## src/rtl/core/eap_pkg.sv

```systemverilog
// ----------------------------------------------------------------------------
// eap_pkg: ellipse axis projection shared types and constants
// Fixed-point widths, payload structs, register indexes and saturation.
// ----------------------------------------------------------------------------
package eap_pkg;

  localparam int COORD_W  = 24;
  localparam int SQ_EXTRA = (COORD_W < 32) ? (32 - COORD_W) : 0;
  localparam int DIAM_W   = COORD_W - 1;           // box width / height
  localparam int OFFS_W   = COORD_W + 3;           // doubled offset from center
  localparam int EXT_W    = COORD_W + 2;           // output math before saturation
  localparam int SQRT_W   = DIAM_W + SQ_EXTRA;     // root bits, one per cell
  localparam int RAD_W    = 2 * SQRT_W;
  localparam int PROD_W   = DIAM_W + SQRT_W;
  localparam int NUM_W    = PROD_W + 1;
  localparam int QUOT_W   = DIAM_W;                // quotient bits, one per cell
  localparam int DEN_W    = NUM_W - QUOT_W;
  localparam int CFG_IDX_W = 2;

  localparam logic [CFG_IDX_W-1:0] REG_BOX_LEFT   = 2'd0;
  localparam logic [CFG_IDX_W-1:0] REG_BOX_BOTTOM = 2'd1;
  localparam logic [CFG_IDX_W-1:0] REG_BOX_WIDTH  = 2'd2;
  localparam logic [CFG_IDX_W-1:0] REG_BOX_HEIGHT = 2'd3;

  localparam logic signed [EXT_W-1:0] SAT_HI = EXT_W'((64'sd1 <<< (COORD_W - 1)) - 64'sd1);
  localparam logic signed [EXT_W-1:0] SAT_LO = -SAT_HI - EXT_W'(1);

  typedef struct packed {
    logic signed [COORD_W-1:0] point_x;
    logic signed [COORD_W-1:0] point_y;
    logic                      along_horizontal;
  } query_t;

  typedef struct packed {
    logic signed [COORD_W-1:0] near_x;
    logic signed [COORD_W-1:0] near_y;
    logic signed [COORD_W-1:0] offset_dx;
    logic signed [COORD_W-1:0] offset_dy;
  } result_t;

  // per-item info carried down the whole pipe
  typedef struct packed {
    logic                     horiz;
    logic                     pole_pos;
    logic                     pole_neg;
    logic                     sneg;      // solved-axis offset negative
    logic signed [OFFS_W-1:0] kr;        // doubled kept-axis offset
    logic signed [COORD_W-1:0] kp;       // kept query coordinate
  } tag_t;

  typedef struct packed {
    tag_t              tag;
    logic [RAD_W-1:0]  rad;
    logic [SQRT_W+1:0] rem;
    logic [SQRT_W-1:0] root;
  } sq_t;

  typedef struct packed {
    tag_t              tag;
    logic [QUOT_W-1:0] nlow;
    logic [DEN_W-1:0]  rem;
    logic [QUOT_W-1:0] quot;
  } dv_t;

  function automatic logic signed [COORD_W-1:0] sat(input logic signed [EXT_W-1:0] v);
    logic signed [EXT_W-1:0] c;
    c = v;
    if (v > SAT_HI) c = SAT_HI;
    else if (v < SAT_LO) c = SAT_LO;
    return c[COORD_W-1:0];
  endfunction

endpackage

```

## src/rtl/core/eap_sqrt_cell.sv

```systemverilog
// ----------------------------------------------------------------------------
// eap_sqrt_cell: one digit of the restoring square root
// Takes two radicand bits, decides one root bit, registers the item.
// ----------------------------------------------------------------------------
module eap_sqrt_cell (
  input  logic          clk,
  input  logic          rst,
  input  logic          in_valid,
  output logic          in_ready,
  input  eap_pkg::sq_t  in_data,
  output logic          out_valid,
  input  logic          out_ready,
  output eap_pkg::sq_t  out_data
);

  eap_pkg::sq_t               data_next;
  logic [eap_pkg::SQRT_W+1:0] rem2;
  logic [eap_pkg::SQRT_W+1:0] trial;
  logic                       ge;

  always_comb begin
    rem2  = {in_data.rem[eap_pkg::SQRT_W-1:0], in_data.rad[eap_pkg::RAD_W-1 -: 2]};
    trial = {in_data.root, 2'b01};
    ge    = (rem2 >= trial);
    data_next      = in_data;
    data_next.rad  = in_data.rad << 2;
    data_next.rem  = ge ? (rem2 - trial) : rem2;
    data_next.root = {in_data.root[eap_pkg::SQRT_W-2:0], ge};
  end

  assign in_ready = !out_valid || out_ready;

  always_ff @(posedge clk) begin
    if (rst) begin
      out_valid <= 1'b0;
    end else if (in_ready) begin
      out_valid <= in_valid;
    end
  end

  always_ff @(posedge clk) begin
    if (in_ready && in_valid) begin
      out_data <= data_next;
    end
  end

endmodule

```

## config.mk

```make
export PLATFORM = sky130hd
export DESIGN_NAME = eap_sqrt_cell
export DESIGN_NICKNAME = d
export VERILOG_FILES = /design/src/rtl/core/eap_pkg.sv /design/src/rtl/core/eap_sqrt_cell.sv
export SDC_FILE = /design/constraint.sdc
export NUM_CORES = 1
export LEC_CHECK = 0
export BUFFER_PORTS_ARGS = -buffer_cell sky130_fd_sc_hd__buf_2
export CAP_MARGIN = 20
export CORE_MARGIN = 2
export CORE_UTILIZATION = 30
export CTS_BUF_LIST = sky130_fd_sc_hd__clkbuf_4 sky130_fd_sc_hd__clkbuf_8
export DETAILED_ROUTE_END_ITERATION = 8
export PLACE_DENSITY = 0.66
export SYNTH_ARGS = -nofsm -noshare
export SYNTH_HDL_FRONTEND = slang
export SYNTH_SLANG_ARGS = --single-unit
```

## constraint.sdc

```tcl
create_clock -name clk -period 11.1 [get_ports clk]
set_input_delay 1.11 -clock clk [delete_from_list [all_inputs] [get_ports clk]]
set_output_delay 1.11 -clock clk [all_outputs]
set_load 0.1 [all_outputs]
```

==> results by group <==
Status
  • Outcome: completed

Yosys
  • Share of synthesized area spent on multiplexers: 0.0169
  • Dominant combinational cell family by area after synthesis: compound AO/OA/AOI/OAI gates
  • Ys Warns: 0
  • Synth Instances: roughly 540
  • Area of the mapped netlist: a little under 8000 µm²
  • Post-synth ARST share: 0
  • Most used flip-flop cell after synthesis: sky130_fd_sc_hd__edfxtp_1
  • Synth top area cells: sky130_fd_sc_hd__edfxtp_1, sky130_fd_sc_hd__ha_1, sky130_fd_sc_hd__inv_1, sky130_fd_sc_hd__a21oi_2, sky130_fd_sc_hd__a21oi_1
  • Post-synthesis cell type with the largest combined area: sky130_fd_sc_hd__edfxtp_1
  • Post-synthesis average cell area: roughly 15 µm²
  • Post-Synth Simple-Gate Area: 0.0600
  • Synth Area in XOR/XNOR: 0.0293
  • Adder-cell area share of the yosys netlist: 0.0531
  • Synthesized flop and latch total: 180
  • Number of enable-type register cells in the synthesized netlist: 179
  • Yosys top cell area share: 0.691
  • Share of the synthesized area in compound gates (AO/OA/AOI/OAI): 0.112
  • Sequential cell area fraction in the yosys report: 0.693
  • Count of unique library cells instantiated by Yosys: 55

CTS
  • Clock sink total: 180
  • Hold-fix buffers at CTS: 0
  • TritonCTS Buffers: 17
  • Clock insertion delay at the later pin of the skew report: 0.46 ns
  • Number of buffers inserted to repair setup after CTS: 0
  • Number of levels the H-tree was split into: 4
  • Max Root-Sink Buffers: 2
  • Clock tree from TritonCTS: yes
  • Clock-pin slew on the worst setup and hold paths: ~0.11 ns
  • Root buffer selected by CTS: sky130_fd_sc_hd__clkbuf_8
  • Post-cts resize count: 0

Power
  • Power per standard cell area: approximately 180 nW/µm²
  • Largest vdd supply drop: between 90 and 100 µV
  • Leakage power summed over all cells: roughly 4.5 nW

Final layout
  • Share of final-layout standard cells stronger than drive strength 1: 0.472
  • Nets: around 1100
  • Fillers: 2436
  • Area overhead of the layout relative to synthesis: 33.1%

Drt
  • Via density per instance: 4.49
  • DRT antenna net count: 0
  • Overall via count from detail_route: roughly 5600
  • DRC marker count from the first detailed-route iteration: between 300 and 400
  • DRT Wirelength: between 20000 and 25000 µm
  • Post-detailed-route wirelength per cell: about 18 µm
  • DRC violations left: 0
  • Length of the first detailed-routing pass in iterations: 4

Timing
  • Worst-case hold slack: 0.525 ns
  • Hold violation total from the final report: 0
  • Final TNS setup: 0 ns
  • Share of the clock period used by the worst path after layout: 0.390
  • Clock period minus final worst setup slack: approximately 4.3 ns
  • Slew headroom: 0.358
  • Worst Max-Slew Pin Slew: between 0.9 and 1 ns
  • Achievable Freq: 231 MHz
  • Clock Skews: 0.0157 ns
  • Count of endpoints failing setup in the final report: 0
  • Setup repair after global routing missed its margin: no
  • Max Transition Viols Final: 0

Worst setup path
  • Cell count of the worst reg-to-reg path: 4
  • Worst Path Max Fanout: 40
  • Kind of end point of the critical path: register
  • Worst endpoint required time: 11.32 ns
  • Slack of the worst reg-to-reg path: 8.01 ns
  • Worst Setup Path Type: in2reg
  • Worst flop-to-flop path endpoint: out_data[140]$_DFFE_PP_
  • Data arrival time of the critical path: 4.55 ns
  • Beginning of the worst register-to-register path: out_valid$_SDFFE_PP0N_
  • Kind of start point of the critical path: input pin

Min path
  • Worst min-delay path startpoint: out_valid$_SDFFE_PP0N_
  • WHS Path Cells: 2
  • Endpoint with the worst hold slack: out_valid$_SDFFE_PP0N_
  • Type of the most critical hold path: reg2reg

Placement
  • Placed wire-length estimate: 17900 µm
  • I/O Buffers: about 360
  • Final Wtd Congestion: ~0.84

Global route
  • Number of global-route vias before repair: 5451
  • Maximum number of pins on one net before global-route repair: between 70 and 80
  • Antenna violations before repair: 6
  • All-layer global routing usage: 0.159
  • First-pass GRT wire length: about 32000 µm
  • Total gr overflow: 0

Flow run
  • Max Cap Violations: 0

Floorplanning
  • Num rows: 58
  • Die ar.: ~27000 µm²
  • Chip Height: roughly 170 µm
  • Initial cell density of the core: 0.307
  • Core box area: 25300 µm²
  • Die Width: 165 µm
  • IO Count: ~370
==> state kept, by name (all words and copies together) (netlist names) <==
name / cells
out_data: 179
out_valid: 1
==> power by group <==
| part | switching, W | internal (W) | leakage (nW) |
|---|---|---|---|
| combinational | 0.000468 | 0.000117 | 2.60 |
| clock | 0.000284 | 0.000173 | 0.199 |
| sequential | 0.0000101 | 0.000806 | 1.74 |
==> worst max-delay path, cell delays in order <==
cell and delay [ns]:
sky130_fd_sc_hd__buf_2 0.09, sky130_fd_sc_hd__inv_1 0.05, sky130_fd_sc_hd__ha_1 0.38, sky130_fd_sc_hd__nand3_1 0.17, sky130_fd_sc_hd__or2_0 0.26, sky130_fd_sc_hd__o221ai_2 0.30, sky130_fd_sc_hd__a31o_4 0.26, sky130_fd_sc_hd__a211oi_4 0.09
sky130_fd_sc_hd__o31ai_4 0.86, sky130_fd_sc_hd__buf_4 0.58, sky130_fd_sc_hd__mux2_4 0.34
==> how the worst max path moves through the flow <==
stage	to	slack, ns	cells past startpoint	from
after global placement	out_data[37]$_DFFE_PP_	6.28	11	in_data[9]
after CTS	out_data[37]$_DFFE_PP_	6.74	11	in_data[9]
after global routing	out_data[37]$_DFFE_PP_	6.55	11	in_data[9]
after floorplan	out_data[0]$_DFFE_PP_	4.44	2	out_ready
final	out_data[46]$_DFFE_PP_	6.77	11	in_data[9]
after detailed placement	out_data[37]$_DFFE_PP_	6.23	11	in_data[9]
==> layout make-up <==
cell class	count	area, µm²	area share
flip-flops and latches	180	5400	0.521
multi-input cells	294	2120	0.205
repair buffers	366	1840	0.178
well taps	330	413	0.0399
clock buffers	18	241	0.0233
inverters	48	180	0.0174
clock inverters	14	159	0.0153
diodes	2	5.00	0.000483
==> routing by layer <==
metal  track usage  up-vias  share of wire
li1              -     2731              -
met1         0.171     2649           0.36
met2         0.288      211           0.52
met3        0.0645       26           0.10
met4        0.0403        8          0.016
met5             0        -         0.0022
==> placed cells by master (no fill, tap or decap), types with 5 or more instances in the layout <==
cell type,count
sky130_fd_sc_hd__edfxtp_1,179
sky130_fd_sc_hd__nand4_1,5
sky130_fd_sc_hd__clkbuf_8,17
sky130_fd_sc_hd__mux2_4,8
sky130_fd_sc_hd__nor3_1,5
sky130_fd_sc_hd__nand3_1,10
sky130_fd_sc_hd__o21bai_1,7
sky130_fd_sc_hd__o21a_1,5
sky130_fd_sc_hd__nor2_1,40
sky130_fd_sc_hd__inv_1,48
sky130_fd_sc_hd__xor2_1,10
sky130_fd_sc_hd__xnor2_1,16
sky130_fd_sc_hd__a21o_1,13
sky130_fd_sc_hd__o21ai_0,14
sky130_fd_sc_hd__nand2_1,24
sky130_fd_sc_hd__ha_1,33
sky130_fd_sc_hd__a21oi_2,19
sky130_fd_sc_hd__a21oi_1,32
sky130_fd_sc_hd__buf_2,363
==> logic make-up after synthesis <==
| group | Yosys count |
|---|---|
| DFF | 180 |
| AOI/OAI and AO/OA | 121 |
| and+or+nand+nor | 103 |
| buffers and inverters | 63 |
| adders and majority gates | 33 |
| xor gates and xnor gates | 26 |
| muxes | 9 |
| other | 1 |
==> through the flow <==
step	instance area, µm²	utilization	cells	setup WS (ns)	power, W
finish	10400	0.409	1252	6.77	0.00186
global route	10400	0.409	1252	6.55	0.00193
CTS	10300	0.409	1250	6.74	0.00188
detailed placement	9950	0.393	1218	6.23	0.00142
global placement	9950	0.393	1218	6.28	0.00142
floorplan	7780	-	537	4.44	0.00131
==> synthesized netlist by cell type, types with 10 or more instances <==
cell and n:
sky130_fd_sc_hd__edfxtp_1 179, sky130_fd_sc_hd__inv_1 48, sky130_fd_sc_hd__nor2_1 40, sky130_fd_sc_hd__ha_1 33
sky130_fd_sc_hd__a21oi_1 32, sky130_fd_sc_hd__nand2_1 24, sky130_fd_sc_hd__a21oi_2 19, sky130_fd_sc_hd__xnor2_1 16
sky130_fd_sc_hd__o21ai_0 14, sky130_fd_sc_hd__a21o_1 13, sky130_fd_sc_hd__nand3_1 10, sky130_fd_sc_hd__xor2_1 10
Note: power is estimated with default switching activity, not from simulation.
