==> config.mk <==
export PLATFORM = sky130hd
export DESIGN_NAME = eap_div_cell
export DESIGN_NICKNAME = d
export VERILOG_FILES = /design/src/rtl/core/eap_pkg.sv /design/src/rtl/core/eap_div_cell.sv
export SDC_FILE = /design/constraint.sdc
export NUM_CORES = 1
export LEC_CHECK = 0
export BUFFER_PORTS_ARGS = -buffer_cell sky130_fd_sc_hd__buf_2
export CORE_AREA = 2 2 131 133
export DETAILED_ROUTE_END_ITERATION = 7
export DIE_AREA = 0 0 133 135
export GPL_ROUTABILITY_DRIVEN = 1
export PLACE_DENSITY = 0.71
export SLEW_MARGIN = 5
export SYNTH_ARGS = -nofsm -noshare
export SYNTH_HDL_FRONTEND = slang
export SYNTH_SLANG_ARGS = --single-unit
==> constraint.sdc <==
create_clock -name clk -period 5.5 [get_ports clk]
set_clock_uncertainty 0.15 [all_clocks]
set_input_delay 0.275 -clock clk [delete_from_list [all_inputs] [get_ports clk]]
set_output_delay 0.275 -clock clk [all_outputs]
set_load 0.05 [all_outputs]
==> src/rtl/core/eap_pkg.sv <==
// ----------------------------------------------------------------------------
// eap_pkg: ellipse axis projection shared types and constants
// Fixed-point widths, payload structs, register indexes and saturation.
// ----------------------------------------------------------------------------
package eap_pkg;

  localparam int COORD_W  = 24;
  localparam int SQ_EXTRA = (COORD_W < 32) ? (32 - COORD_W) : 0;
  localparam int DIAM_W   = COORD_W - 1;           // box width / height
  localparam int OFFS_W   = COORD_W + 3;           // doubled offset from center
  localparam int EXT_W    = COORD_W + 2;           // output math before saturation
  localparam int SQRT_W   = DIAM_W + SQ_EXTRA;     // root bits, one per cell
  localparam int RAD_W    = 2 * SQRT_W;
  localparam int PROD_W   = DIAM_W + SQRT_W;
  localparam int NUM_W    = PROD_W + 1;
  localparam int QUOT_W   = DIAM_W;                // quotient bits, one per cell
  localparam int DEN_W    = NUM_W - QUOT_W;
  localparam int CFG_IDX_W = 2;

  localparam logic [CFG_IDX_W-1:0] REG_BOX_LEFT   = 2'd0;
  localparam logic [CFG_IDX_W-1:0] REG_BOX_BOTTOM = 2'd1;
  localparam logic [CFG_IDX_W-1:0] REG_BOX_WIDTH  = 2'd2;
  localparam logic [CFG_IDX_W-1:0] REG_BOX_HEIGHT = 2'd3;

  localparam logic signed [EXT_W-1:0] SAT_HI = EXT_W'((64'sd1 <<< (COORD_W - 1)) - 64'sd1);
  localparam logic signed [EXT_W-1:0] SAT_LO = -SAT_HI - EXT_W'(1);

  typedef struct packed {
    logic signed [COORD_W-1:0] point_x;
    logic signed [COORD_W-1:0] point_y;
    logic                      along_horizontal;
  } query_t;

  typedef struct packed {
    logic signed [COORD_W-1:0] near_x;
    logic signed [COORD_W-1:0] near_y;
    logic signed [COORD_W-1:0] offset_dx;
    logic signed [COORD_W-1:0] offset_dy;
  } result_t;

  // per-item info carried down the whole pipe
  typedef struct packed {
    logic                     horiz;
    logic                     pole_pos;
    logic                     pole_neg;
    logic                     sneg;      // solved-axis offset negative
    logic signed [OFFS_W-1:0] kr;        // doubled kept-axis offset
    logic signed [COORD_W-1:0] kp;       // kept query coordinate
  } tag_t;

  typedef struct packed {
    tag_t              tag;
    logic [RAD_W-1:0]  rad;
    logic [SQRT_W+1:0] rem;
    logic [SQRT_W-1:0] root;
  } sq_t;

  typedef struct packed {
    tag_t              tag;
    logic [QUOT_W-1:0] nlow;
    logic [DEN_W-1:0]  rem;
    logic [QUOT_W-1:0] quot;
  } dv_t;

  function automatic logic signed [COORD_W-1:0] sat(input logic signed [EXT_W-1:0] v);
    logic signed [EXT_W-1:0] c;
    c = v;
    if (v > SAT_HI) c = SAT_HI;
    else if (v < SAT_LO) c = SAT_LO;
    return c[COORD_W-1:0];
  endfunction

endpackage

==> src/rtl/core/eap_div_cell.sv <==
// ----------------------------------------------------------------------------
// eap_div_cell: one quotient bit of the restoring divider
// Shifts in one numerator bit, compares against the divisor, registers.
// ----------------------------------------------------------------------------
module eap_div_cell (
  input  logic                        clk,
  input  logic                        rst,
  input  logic [eap_pkg::DEN_W-1:0]   den_h,
  input  logic [eap_pkg::DEN_W-1:0]   den_v,
  input  logic                        in_valid,
  output logic                        in_ready,
  input  eap_pkg::dv_t                in_data,
  output logic                        out_valid,
  input  logic                        out_ready,
  output eap_pkg::dv_t                out_data
);

  eap_pkg::dv_t              data_next;
  logic [eap_pkg::DEN_W-1:0] den;
  logic [eap_pkg::DEN_W:0]   rem2;
  logic                      ge;

  always_comb begin
    // divisor is the kept-axis diameter, scaled
    den  = in_data.tag.horiz ? den_h : den_v;
    rem2 = {in_data.rem, in_data.nlow[eap_pkg::QUOT_W-1]};
    ge   = (rem2 >= {1'b0, den});
    data_next      = in_data;
    data_next.nlow = in_data.nlow << 1;
    data_next.rem  = ge ? eap_pkg::DEN_W'(rem2 - {1'b0, den})
                        : rem2[eap_pkg::DEN_W-1:0];
    data_next.quot = {in_data.quot[eap_pkg::QUOT_W-2:0], ge};
  end

  assign in_ready = !out_valid || out_ready;

  always_ff @(posedge clk) begin
    if (rst) begin
      out_valid <= 1'b0;
    end else if (in_ready) begin
      out_valid <= in_valid;
    end
  end

  always_ff @(posedge clk) begin
    if (in_ready && in_valid) begin
      out_data <= data_next;
    end
  end

endmodule

==> results.ini, run 1 <==
[synth]
synth_nets=723
seq_area_frac_synth_pct=58.6
synth_ff_type=edfxtp_1
synth_area_per_cell_um2=13.9
synth_common_cells=edfxtp_1 (132), a21oi_1 (38), mux2i_1 (33)
synth_edf_count=132
synth_top_family_by_area=multiplexers
synth_area_leaders=edfxtp_1 (58%), mux2_4 (6.0%), ha_1 (5.9%)
synthSimpleGateAreaFrac_pct=6.48
postSynth.asyncResetShare_pct=0
yosysTopAreaCell=edfxtp_1
synth-compound-area-share_pct=10.8
synth-xor-area-share_pct=3.48
yosys_warnings=0
yosysMostFrequentCell=edfxtp_1
synth_cells=489
synth_cell_types=64
synth_top_area_share_pct=58.3
synth.mux.area_fraction_pct=11.6
synthAdderAreaFrac_pct=6.18
ys_seq_elements=133
syn_area_um2=6800

[worst_setup_path]
path_common_cell=buf_4
r2r-end=out_data[128]
worstPathRequired_ns=5.54
cp.depth=13
critical_path.top_delay_family=buffers and inverters
regToRegSetupSlack_ns=3.21
crit_start=in_data[132]
crit_end=out_data[54]
crit_slowest_cell=or4_4
crit_path_max_fanout=21
arrival_ns=4.00
crit_type=in2reg
crit_path_end_kind=flop
cpPeakStageDelay_ns=0.56
cp-start-kind=primary input
path_cells=buf_2 -> buf_4 -> mux2i_1 -> ha_1 -> nand2_1 -> or4_4 -> nor2_4 -> a21boi_1 -> a2bb2oi_1 -> a31o_1 -> a31oi_4 -> buf_4 -> mux2_2
path_buf_inv=3
reg2reg_from=out_valid
reg2reg_depth=3

[cells_and_area]
filler_cell_count=1252
stdcell_count=1161
multi_input_area_um2=2630
finalNetCount=1161
seqCellArea_um2=3980
post-route-util_pct=62.3
area_growth_pct=50.4
post_route_cells_drive_above_1_share_pct=44.0

[global_routing]
grt_pass1_vias=5881
grt_overflow_total=0
grtUsageMet2_pct=42.8
grt_pass1_wl_um=32500
grt_max_degree=72
busiest_layer=met2
grtUsageMet3_pct=7.02
grt_util_met1_pct=26.8
antenna_found_initial=2
grt_use_total_pct=24.2

[timing]
tns_ns=0
rsz0062_at_grt=no
layout_worst_path_cycle_share_pct=72.1
max_freq_mhz=252
fin_crit_ns=3.96
tightest_slew_ns=0.927
drv_slew=0
finalHoldViolCount=0
setup_viol=0
slew_headroom_pct=38.2

[outcome]
status=complete, no violations

[clock_tree]
cts_setup_buffers=0
clk_latency_ns=0.42
clk_pin_slew_worst_paths_ns=0.06
cts-buffers-inserted=17
clock_sinks=133
cts_resized=0
htreeDepth=4
ctsLongestPathBuffers=2
cts_tree=built
clock-root-buffer=clkbuf_16

[detailed_routing]
viasPerCell=5.00
wl_per_cell_um=19.0
via_count=5808
drt_iter0_markers=277
drt_pre_antenna_iters=6
drc=0
wl_um=22100
ant_nets=0

[die]
core_area_um2=16400
die_y_um=135
pin_count=336
dieArea_um2=18000
initial_utilization_pct=41.5
num_rows=47
fp.dieW_um=133

[place]
dp.cells=1028
port_buffers=333
dp_hpwl_um=15200
routabilityCongestion=0.885

[power_and_ir_drop]
pwr_density_cell_nw_per_um2=331
p_total_uw=3390
p_leak_uw=0.00456
peakVddDrop_uv=214

[job]
cap_viol_max_count=0

[worst_hold_path]
hp-class=in2reg

[area by class of cell]
class,instances,share of cell area (%)
repair buffers,439,26.5
inverters,10,0.367
multi-input cells,326,25.7
flip-flops and latches,133,39.0
clock inverters,15,1.57
well taps,220,2.69
diodes,1,0.0245
clock buffers,17,4.16
[where the power goes]
group / leakage, uW / internal, uW / total [uW] / switching (uW)
Combinational: 0.00300 / 378 / 1000 / 626
Clock: 0.000275 / 640 / 1140 / 496
Sequential: 0.00128 / 1230 / 1250 / 22.1
Total: 0.00456 / 2240 / 3390 / 1140
[stage by stage]
stage | hold slack (ns) | instance area [um^2] | setup WS, ns
floorplan | 0.194 | 6800 | 0.767
global placement | 0.282 | 8640 | 1.16
detailed placement | 0.288 | 8640 | 1.08
CTS | 0.000314 | 10200 | 1.53
global route | 0.0141 | 10200 | 1.33
finish | 0.0146 | 10200 | 1.54
[cells in the final DEF (no fill, tap or decap), types with 17 or more instances in the layout]
cell	netlist	layout
edfxtp_1	132	132
mux2i_1	33	33
clkbuf_16	0	17
mux2_4	27	27
nor2_1	21	21
dlygate4sd3_1	0	100
buf_2	0	333
ha_1	32	32
xnor2_1	18	18
nand2_1	25	25
a21oi_1	38	38
[logic make-up after synthesis]
kind of cell,Yosys count
adder cells (fa/ha/maj),33
AO/OA/AOI/OAI,111
XOR/XNOR,27
flip-flops,133
AND/OR/NAND/NOR,89
multiplexers,65
other,1
buffers and inverters,30
[registers in the layout, summed over array words and instances, names as in the netlist]
signal     flops
out_data     132
out_valid      1
[worst reg2reg max path, cell delays in order, from the launching register on]
cell and delay (ns):
dfxtp_1 0.32, nand2b_1 0.13, and2_4 0.78, buf_4 0.57
[worst min-delay path by stage]
stage,startpoint,endpoint,slack [ns],cells past startpoint
after floorplan,rst,out_valid,0.19,1
after global placement,rst,out_valid,0.28,2
after detailed placement,rst,out_valid,0.29,2
after CTS,in_data[44],out_data[45],0.0003,2
after global routing,in_data[41],out_data[42],0.01,2
final,in_data[46],out_data[47],0.01,2
[layer usage]
layer,vias up,share of wire [%]
li1,2761,-
met1,2738,39
met2,254,51
met3,53,6.8
met4,2,3.4
met5,-,0.073
[timing repair]
| action | CTS | global route |
|---|---|---|
| setup endpoints to repair | 0 | 0 |
| hold buffers | 100 | 0 |
| hold endpoints to repair | 99 | 0 |
Power figures use the tool's default switching activity.
==> inputs of run 2 (changes only) <==
- clock period: 5.5 -> 3.7 ns (I/O delays scaled with it)
==> results.ini, run 2 (synthesis gave the netlist of run 1 again) <==
[clock_tree]
cts_setup_buffers=0
clk_pin_slew_worst_paths_ns=0.06
holdBufCountCts=131
clk_latency_ns=0.41
clock_sinks=133
cts_tree=built
htreeDepth=4
cts_resized=0
cts-buffers-inserted=17
clock-root-buffer=clkbuf_16
ctsLongestPathBuffers=2

[cells_and_area]
regMostFlops=out_data
layout_commonest_cell=buf_2
layout_common_cells=buf_2 (333), edfxtp_1 (132), dlygate4sd3_1 (131)
post-route-util_pct=65.4
post_route_cells_drive_above_1_share_pct=43.4
top_regs=out_data: 132 flops, out_valid: 1 flops
area_growth_pct=57.7
largest_reg_flops=132
filler_cell_count=1180
finalNetCount=1213

[worst_setup_path]
cpPeakStageDelay_ns=0.52
reg2reg_from=out_valid
regToRegSetupSlack_ns=1.63
critical_path.top_delay_family=compound AO/OA/AOI/OAI gates
crit_type=in2reg
reg2reg_depth=3
worstPathRequired_ns=3.72
path_cells=dlygate4sd3_1 -> buf_2 -> inv_1 -> ha_1 -> fa_1 -> nand2b_1 -> a21oi_1 -> nor2_1 -> o21ai_0 -> a21boi_0 -> o31ai_1 -> xor2_1 -> mux2_4
crit_path_end_kind=flop
arrival_ns=3.36
r2r-end=out_data[11]
crit_slowest_cell=dlygate4sd3_1
path_buf_inv=3
cp-start-kind=primary input
crit_path_max_fanout=3

[timing]
timing.final.ws_setup_ns=0.357
tns_ns=0
layout_worst_path_cycle_share_pct=90.4
drv_slew=0
max_freq_mhz=299
slew_headroom_pct=53.2
setup_viol=0
finalHoldViolCount=0
rsz0062_at_grt=no
fin_crit_ns=3.34
tightest_slew_ns=0.702
holdWs_ns=0.0289

[global_routing]
grt_overflow_total=0
grt_pass1_vias=6109
grt_max_degree=57
grt_pass1_wl_um=33500
antenna_found_initial=0
grt_use_total_pct=24.7

[detailed_routing]
wl_um=22400
drt_pre_antenna_iters=4
drc=0
viasPerCell=4.95
drt_iter0_markers=327
via_count=6009
wl_per_cell_um=18.5
ant_nets=0

[die]
dieArea_um2=18000
initial_utilization_pct=41.5
num_rows=47
die_y_um=135
pin_count=336
core_area_um2=16400
fp.dieW_um=133

[worst_hold_path]
hp-class=in2reg
worstHoldStart=in_data[23]
hold_end=out_data[24]
whs_path_depth=3

[place]
routabilityCongestion=0.896
dp_hpwl_um=15500
port_buffers=333
dpl_worst_slack_ns=0.147

[power_and_ir_drop]
p_total_uw=5080
pwr_density_cell_nw_per_um2=473
peakVddDrop_uv=305
p_leak_uw=0.00481

[outcome]
status=complete, no violations

[job]
cap_viol_max_count=0

run 2: per-stage QoR:
step | cell area [um^2] | std cells
final | 10700 | 1213
after global routing | 10700 | 1212
after CTS | 10700 | 1212
after detailed placement | 8850 | 1049
after global placement | 8850 | 1049
after floorplan | 6810 | 489
run 2: how the worst max path moves through the flow:
stage / startpoint / endpoint / slack (ns) / depth (start not counted)
6_report: in_data[77] / out_data[39] / 0.36 / 13
4_1_cts: in_data[77] / out_data[39] / 0.36 / 13
5_1_grt: in_data[77] / out_data[39] / 0.15 / 13
2_1_floorplan: in_data[132] / out_data[27] / 0.1 / 13
3_5_place_dp: in_data[132] / out_data[39] / 0.15 / 12
3_3_place_gp: in_data[132] / out_data[39] / 0.17 / 12
run 2: final cells by class:
class | instances | area, um^2 | share of cell area [%]
inverters | 10 | 37.5 | 0.350
well taps | 220 | 275 | 2.57
diodes | 1 | 2.50 | 0.0233
clock buffers | 19 | 433 | 4.04
flip-flops and latches | 133 | 3980 | 37.1
multi-input cells | 326 | 2630 | 24.5
repair buffers | 491 | 3230 | 30.1
clock inverters | 13 | 133 | 1.24
run 2: power breakdown:
part	switching [uW]	internal, uW	total (uW)
clock	658	989	1650
sequential	32.4	1820	1860
combinational	948	625	1570
total	1640	3440	5080
run 2: metal layers:
| layer | vias to the layer above | global-route usage [%] | share of wire (%) |
|---|---|---|---|
| met5 | - | 0 | 0 |
| met4 | 0 | 10.2 | 3.7 |
| met3 | 49 | 6.49 | 6.4 |
| met2 | 273 | 45.9 | 53 |
| met1 | 2826 | 26.7 | 37 |
| li1 | 2861 | - | - |
run 2: worst register-to-register path, stage by stage (launching register included):
cell and delay [ns]:
dfxtp_1 0.32, nand2b_1 0.12, and2_4 0.61, buf_4 0.52
==> inputs of run 3 (changes only) <==
- CTS_BUF_LIST: default -> sky130_fd_sc_hd__clkbuf_16
==> results.ini, run 3 (synthesis gave the netlist of run 1 again) <==
[outcome]
status=complete, no violations

[clock_tree]
clock-root-buffer=clkbuf_16
ctsLongestPathBuffers=2
clock_sinks=133
htreeDepth=4
cts_setup_buffers=0
clk_latency_ns=0.41
cts-buffers-inserted=17
clk_pin_slew_worst_paths_ns=0.06
holdBufCountCts=131
cts_tree=built
cts_resized=0

[power_and_ir_drop]
p_sw_share_pct=32.3
p_int_uw=3430
p_leak_uw=0.00482
power.switching_uw=1640
seqPwrFrac_pct=36.6
peakVddDrop_uv=304
p_comb_share_pct=31.0
clock_power_share_pct=32.4
pwr_density_cell_nw_per_um2=473

[worst_setup_path]
cp-start-kind=primary input
arrival_ns=3.36
reg2reg_from=out_valid
crit_end=out_data[39]
r2r-end=out_data[11]
crit_path_max_fanout=3
crit_type=in2reg
crit_start=in_data[77]
crit_path_end_kind=flop
reg2reg_depth=3
regToRegSetupSlack_ns=1.62
worstPathRequired_ns=3.72

[timing]
finalHoldViolCount=0
tightest_slew_ns=0.696
tns_ns=0
max_freq_mhz=299
fin_crit_ns=3.34
rsz0062_at_grt=no
drv_slew=0
slew_headroom_pct=53.6
layout_worst_path_cycle_share_pct=90.3
setup_viol=0

[cells_and_area]
layout_commonest_cell=buf_2
largest_reg_flops=132
post_route_cells_drive_above_1_share_pct=43.4
regMostFlops=out_data
top_regs=out_data: 132 flops, out_valid: 1 flops
filler_cell_count=1180
layout_common_cells=buf_2 (333), edfxtp_1 (132), dlygate4sd3_1 (131)
area_growth_pct=57.7
finalNetCount=1213
stdcell_count=1213

[die]
core_area_um2=16400
pin_count=336
die_y_um=135
fp.dieW_um=133
dieArea_um2=18000
num_rows=47
initial_utilization_pct=41.5

[detailed_routing]
wl_per_cell_um=18.5
wl_um=22400
drt_iter0_markers=330
drt_pre_antenna_iters=4
ant_nets=0
via_count=5991
drc=0
viasPerCell=4.94

[global_routing]
grt_pass1_vias=6109
grt_pass1_wl_um=33500
grt_use_total_pct=24.7
grt_max_degree=57
grt_overflow_total=0
antenna_found_initial=0

[job]
cap_viol_max_count=0

[place]
dp.cells=1049
dp_hpwl_um=15500
routabilityCongestion=0.896
port_buffers=333

[worst_hold_path]
hp-class=in2reg

run 3: cell type report:
cell class | instances | area [um^2] | share of cell area (%)
well taps | 220 | 275 | 2.57
multi-input cells | 326 | 2630 | 24.5
inverters | 10 | 37.5 | 0.350
flip-flops and latches | 133 | 3980 | 37.1
diodes | 1 | 2.50 | 0.0233
repair buffers | 491 | 3230 | 30.1
clock inverters | 15 | 140 | 1.31
clock buffers | 17 | 425 | 3.97
run 3: how the worst min path moves through the flow:
stage,from,end,cells after the start
5_1_grt,in_data[132],out_data[132],2
6_report,in_data[23],out_data[24],3
2_1_floorplan,rst,out_valid,1
4_1_cts,in_data[23],out_data[24],3
3_5_place_dp,rst,out_valid,2
3_3_place_gp,rst,out_valid,2
run 3: layer usage:
layer	global-route usage [%]	vias up	routed length (um)
met5	0	-	0
met4	10.2	0	797
met3	6.49	46	1410
met2	45.9	264	11800
met1	26.7	2817	8380
li1	-	2864	-
run 3: power by group through the flow:
stage          logic, uW  clock network (uW)  registers [uW]
2_1_floorplan        621                   0            2320
3_3_place_gp        1440                   0            1880
3_5_place_dp        1450                   0            1880
4_1_cts             1570                1650            1850
5_1_grt             1670                1730            1870
6_report            1570                1640            1860
run 3: critical path: stages:
cell	delay, ns
dlygate4sd3_1	0.52
buf_2	0.10
inv_1	0.04
ha_1	0.22
fa_1	0.40
nand2b_1	0.18
a21oi_1	0.25
nor2_1	0.13
o21ai_0	0.38
a21boi_0	0.28
o31ai_1	0.30
xor2_1	0.11
mux2_4	0.26
run 3: stage by stage:
step	worst slack (ns)	area, um^2	util (%)	hold WS (ns)	power (uW)
after floorplan	0.0954	6810	-	0.104	2940
after global placement	0.171	8850	53.9	0.191	3320
after detailed placement	0.147	8850	53.9	0.197	3330
after CTS	0.361	10700	65.4	0.00878	5070
after global routing	0.148	10700	65.4	0.0204	5270
final	0.358	10700	65.4	0.0301	5070
